**config.mk**
```make
export PLATFORM = sky130hd
export DESIGN_NAME = lav_ser
export DESIGN_NICKNAME = d
export VERILOG_FILES = /design/src/hdl/lav_pkg.sv /design/src/hdl/lav_ser.sv
export SDC_FILE = /design/constraint.sdc
export NUM_CORES = 1
export LEC_CHECK = 0
export ABC_AREA = 1
export BUFFER_PORTS_ARGS = -buffer_cell sky130_fd_sc_hd__buf_2
export CAP_MARGIN = 20
export CORE_AREA = 2 2 205 207
export DETAILED_ROUTE_END_ITERATION = 7
export DIE_AREA = 0 0 207 209
export GPL_TIMING_DRIVEN = 0
export PLACE_DENSITY_LB_ADDON = 0.1
export SLEW_MARGIN = 20
export SYNTH_ARGS = -nofsm -noshare
export SYNTH_HDL_FRONTEND = slang
export SYNTH_SLANG_ARGS = --single-unit
```
**constraint.sdc**
```tcl
create_clock -name aclk -period 1.6 [get_ports aclk]
set_input_delay 0.32 -clock aclk [delete_from_list [all_inputs] [get_ports aclk]]
set_output_delay 0.32 -clock aclk [all_outputs]
set_load 0.01 [all_outputs]
```
**src/hdl/lav_pkg.sv**
```systemverilog
`default_nettype none

package lav_pkg;

    localparam int unsigned ACC_W   = 66;
    localparam int unsigned MAN_W   = 30;
    localparam int unsigned ROOT_W  = 31;
    localparam int unsigned QUO_W   = 31;
    localparam int unsigned SUM_W   = 63;
    localparam int unsigned NUM_W   = 61;
    localparam int unsigned ROT_SH  = 14;
    localparam int unsigned UNIT_SH = 30;

    localparam logic [1:0] COL_LAST = 2'd3;
    localparam logic signed [31:0] Q_ONE = 32'sh0001_0000;

    localparam logic signed [ACC_W-1:0] S32_MAX = ACC_W'(32'sh7fff_ffff);
    localparam logic signed [ACC_W-1:0] S32_MIN = -S32_MAX - ACC_W'(1);

    typedef struct packed {
        logic [2:0][31:0] u_rot;
        logic [2:0][31:0] v_rot;
        logic [2:0][31:0] n_rot;
        logic [2:0][31:0] xlat;
        logic             degen;
    } mat_t;

    // round half away from zero while shifting right
    function automatic logic signed [ACC_W-1:0] rnd_shift(
        input logic signed [ACC_W-1:0] x,
        input int unsigned             sh
    );
        logic [ACC_W-1:0] mag;
        logic [ACC_W-1:0] res;
        mag = x[ACC_W-1] ? ({ACC_W{1'b0}} - x) : x;
        res = (mag + (ACC_W'(1) << (sh - 1))) >> sh;
        return x[ACC_W-1] ? -$signed(res) : $signed(res);
    endfunction

    function automatic logic signed [31:0] sat32(input logic signed [ACC_W-1:0] x);
        if (x > S32_MAX) begin
            return 32'sh7fff_ffff;
        end
        if (x < S32_MIN) begin
            return 32'sh8000_0000;
        end
        return x[31:0];
    endfunction

    function automatic logic signed [31:0] rot_elem(input logic signed [ACC_W-1:0] x);
        return sat32(rnd_shift(x, ROT_SH));
    endfunction

endpackage

`default_nettype wire

```
**src/hdl/lav_ser.sv**
```systemverilog
`default_nettype none

module lav_ser (
    input  wire                   aclk,
    input  wire                   aresetn,
    input  wire                   ld,
    input  lav_pkg::mat_t         mat,
    output logic                  free,
    output logic                  o_valid,
    input  wire                   o_ready,
    output logic [1:0]            o_column,
    output logic signed [31:0]    o_row0,
    output logic signed [31:0]    o_row1,
    output logic signed [31:0]    o_row2,
    output logic signed [31:0]    o_row3,
    output logic                  o_last,
    output logic                  o_degen
);

    lav_pkg::mat_t mat_reg;
    logic [1:0]    col_reg;
    logic          vld_reg;

    assign free = !vld_reg || (o_ready && col_reg == lav_pkg::COL_LAST);

    always_ff @(posedge aclk) begin
        if (!aresetn) begin
            vld_reg <= 1'b0;
            col_reg <= '0;
        end else if (ld) begin
            vld_reg <= 1'b1;
            col_reg <= '0;
        end else if (vld_reg && o_ready) begin
            if (col_reg == lav_pkg::COL_LAST) begin
                vld_reg <= 1'b0;
            end
            col_reg <= col_reg + 2'd1;
        end
    end

    always_ff @(posedge aclk) begin
        if (ld) begin
            mat_reg <= mat;
        end
    end

    always_comb begin
        unique case (col_reg)
            2'd0: begin
                o_row0 = mat_reg.u_rot[0];
                o_row1 = mat_reg.v_rot[0];
                o_row2 = mat_reg.n_rot[0];
                o_row3 = '0;
            end
            2'd1: begin
                o_row0 = mat_reg.u_rot[1];
                o_row1 = mat_reg.v_rot[1];
                o_row2 = mat_reg.n_rot[1];
                o_row3 = '0;
            end
            2'd2: begin
                o_row0 = mat_reg.u_rot[2];
                o_row1 = mat_reg.v_rot[2];
                o_row2 = mat_reg.n_rot[2];
                o_row3 = '0;
            end
            default: begin
                o_row0 = mat_reg.xlat[0];
                o_row1 = mat_reg.xlat[1];
                o_row2 = mat_reg.xlat[2];
                o_row3 = lav_pkg::Q_ONE;
            end
        endcase
    end

    assign o_valid  = vld_reg;
    assign o_column = col_reg;
    assign o_last   = col_reg == lav_pkg::COL_LAST;
    assign o_degen  = mat_reg.degen;

endmodule

`default_nettype wire

```
==> impl_results.md <==
- Distinct cells, synth: 13
- Period utilization: 1.465
- Vias: 12580
- Clock skew: 0.0001816 ns
- Fin util: 0.6094
- PD cells: 998.8 nW/µm²
- DRC: 0
- Rel. slew slack: 0.6329
- Max VDD drop: 991.5 µV
- FMAX: 0.4268 GHz
- Worst setup margin: -0.7433 ns
- Num CTS Buffers: 44
- H-tree levels: 2
- Avg Cell Area, Syn: 12.08 µm²
- Slew Limit Fails: 0
- Routed Wire Length: 48.78 mm
- Ys Warns: 0
- Post-synth ARST share: 0
- Die area: 43260 µm²
- Post-route ant nets: 0
- Sequential share of power: 0.490
- CP cell instances: inv_4, ha_4, buf_4, buf_8, nand2_1, nand2_2, nor2_2, nor2_2, buf_2
- Vias in the first global route: 13180
- Post-synth top area cell: edfxtp_1
- Switch share: 0.2245
- Starting Density: 0.3694
- Most Frequent Cell on Critical Path: nor2_2
- Yosys reg bits: 388
- Hold crit path type: in2reg
- Final min period: 2.343 ns
- Initial antenna violation count: 7
- Routed wire per std cell: 17.28 µm
- Area growth syn-to-layout: 64.97%
- Max incr delay on CP: 0.38 ns
- Final hold vios: 0
- Tightest Pin Transition: 0.5506 ns
- Slowest CP cell: dfxtp_4
- Register area: 11630 µm²
- Sw power: 5643 µW
- Die X: 207 µm
- Post-Route Setup TNS: -64.50 ns
- Maxcap violations: 0
- Row cnt: 75
- Post-synth EDFFs: 385
- Largest net degree at the start of global routing: 104
- DR pass1 iterations: 7
- Outcome: finished with violations
- Leak: 0.01132 µW
- Critical path endpoint category: output pin
- Overflow after GRT: 0
- WP data arrival: 2.02 ns
- Layout cells sized above 1: 0.3449
- Crit-path max FO: 10
- CP Class: reg2out
- Clock Sinks: 388
- Root buf cell: clkbuf_16
- Clock-pin slew on the worst setup and hold paths: 0.06 ns
- # nets final: 2639
- I/O pins: 523
- Clock Path Buffers: 3
- GP Congestion: 0.8069
- Worst-Skew Late Latency: 0.55 ns
- Post-Synthesis Cells: 1263
- Final-layout fill cell count: 3375
- Die Height: 209 µm
- Setup violations, final: 99
- RSZ-0062 raised after global routing: true
- Gr usage total: 0.2186
- Sequential-to-total area share from yosys stat: 0.7619
- Synth Cell Area: 15250 µm²
- Cell-internal power: 19490 µW
- CP required: 1.28 ns
- Synth top area cells: edfxtp_1 76%, nand2_1 12%, nor2_1 7.2%, buf_4 2.0%, buf_6 1.2%
- DP HPWL: 30.99 mm
- Clock Power Share: 0.389
- Vias/cell: 4.457
- Ys flop type: edfxtp_1
- Initial DRC count: 794
- Area occupied by multi-input gates: 3512 µm²
- Core area: 41290 µm²
- First-pass GRT wire length: 72.71 mm
- Top post-synthesis cells by count: 483 x nand2_1, 385 x edfxtp_1, 291 x nor2_1, 40 x buf_4, 29 x buf_2
- CTS tree: yes
- Most common cell in the netlist: nand2_1
- Comb pwr share: 0.121
- Max reg flops: 384
- Synth top area share: 0.7579
- Worst setup SP type: flop
- Port bufs: 491
- Failing checks: setup timing
## per-stage QoR
step | cell area, µm² | instances | setup WS (ns) | hold WS, ns | power [µW]
after floorplan | 15380 | 1293 | 0.01777 | 0.4189 | 13250
after global placement | 18520 | 2323 | -5.665 | 0.4962 | 14520
after detailed placement | 18640 | 2327 | -0.7553 | 0.4981 | 14480
after CTS | 24650 | 2812 | -0.8422 | 0.03116 | 25230
after global routing | 25160 | 2823 | -0.8520 | 0.08540 | 26070
final | 25160 | 2823 | -0.7433 | 0.08023 | 25130
## worst max-delay path, delay by kind of cell (launching register included)
family        cells  cell delay, ns
simple gates      4            0.33
flops             1            0.38
buf+inv           4            0.54
fa+ha+maj         1            0.22
## cells by family after synthesis
kind of cell / Yosys count / synth area share
buffers and inverters: 91 / 0.04249
adder cells (fa/ha/maj): 4 / 0.003281
AO/OA/AOI/OAI: 5 / 0.001640
flip-flops: 388 / 0.7619
other: 1 / 0.0002458
AND/OR/NAND/NOR: 774 / 0.1905
## cell type report
class	count	share of cell area
Buffer	83	0.03704
Sequential cell	388	0.4621
Tap cell	539	0.02680
Timing Repair Buffer	910	0.2782
Multi-Input combinational cell	814	0.1396
Antenna cell	5	0.0004972
Inverter	5	0.001144
Clock inverter	25	0.008503
Clock buffer	54	0.04609
## power groups by stage
stage                     logic, µW  registers (µW)  clock network, µW
after CTS                      2940           12300              10000
after floorplan                 814           12400                  0
final                          3050           12300               9780
after global placement         1940           12600                  0
after global routing           3310           12400              10400
after detailed placement       1990           12500                  0
## final timing paths
kind                                  from                       end  slack, ns  cells after the start
setup / recovery  o_column[0]$_SDFFE_PP0P_                 o_row2[5]      -0.74                      9
hold / removal                     o_ready  o_column[0]$_SDFFE_PP0P_       0.08                      3
hold reg to reg       o_valid$_SDFFE_PN0P_      o_valid$_SDFFE_PN0P_       0.55                      2
setup reg to reg  o_column[0]$_SDFFE_PP0P_      o_valid$_SDFFE_PN0P_       0.59                      5
## what timing repair did
action	in CTS	in global routing
hold buffers	386	0
setup buffers	14	3
endpoints found under the setup margin	185	186
pin swaps	35	41
hold endpoints to repair	386	0
resized for setup	160	113
gates cloned	6	7
## metal layers
| layer | vias to the layer above | share of wire | track usage |
|---|---|---|---|
| met5 | - | 0.00051 | 0 |
| li1 | 6099 | - | - |
| met3 | 90 | 0.071 | 0.04989 |
| met1 | 5863 | 0.40 | 0.2663 |
| met4 | 4 | 0.028 | 0.08030 |
| met2 | 525 | 0.50 | 0.3800 |
## cell usage in the layout, fill, tap and decap left out, drive strengths merged
cell | Yosys | layout
nor2 | 291 | 291
ha | 4 | 4
bufinv | 0 | 4
diode | 0 | 5
a21oi | 3 | 3
conb | 1 | 31
nand2 | 483 | 483
clkinv | 0 | 19
dfxtp | 3 | 3
o21ai | 2 | 2
clkbuf | 1 | 63
buf | 85 | 597
dlygate4sd3 | 0 | 386
clkinvlp | 0 | 1
bufbuf | 0 | 1
inv | 5 | 6
edfxtp | 385 | 385
(Power assumes the default switching activity.)
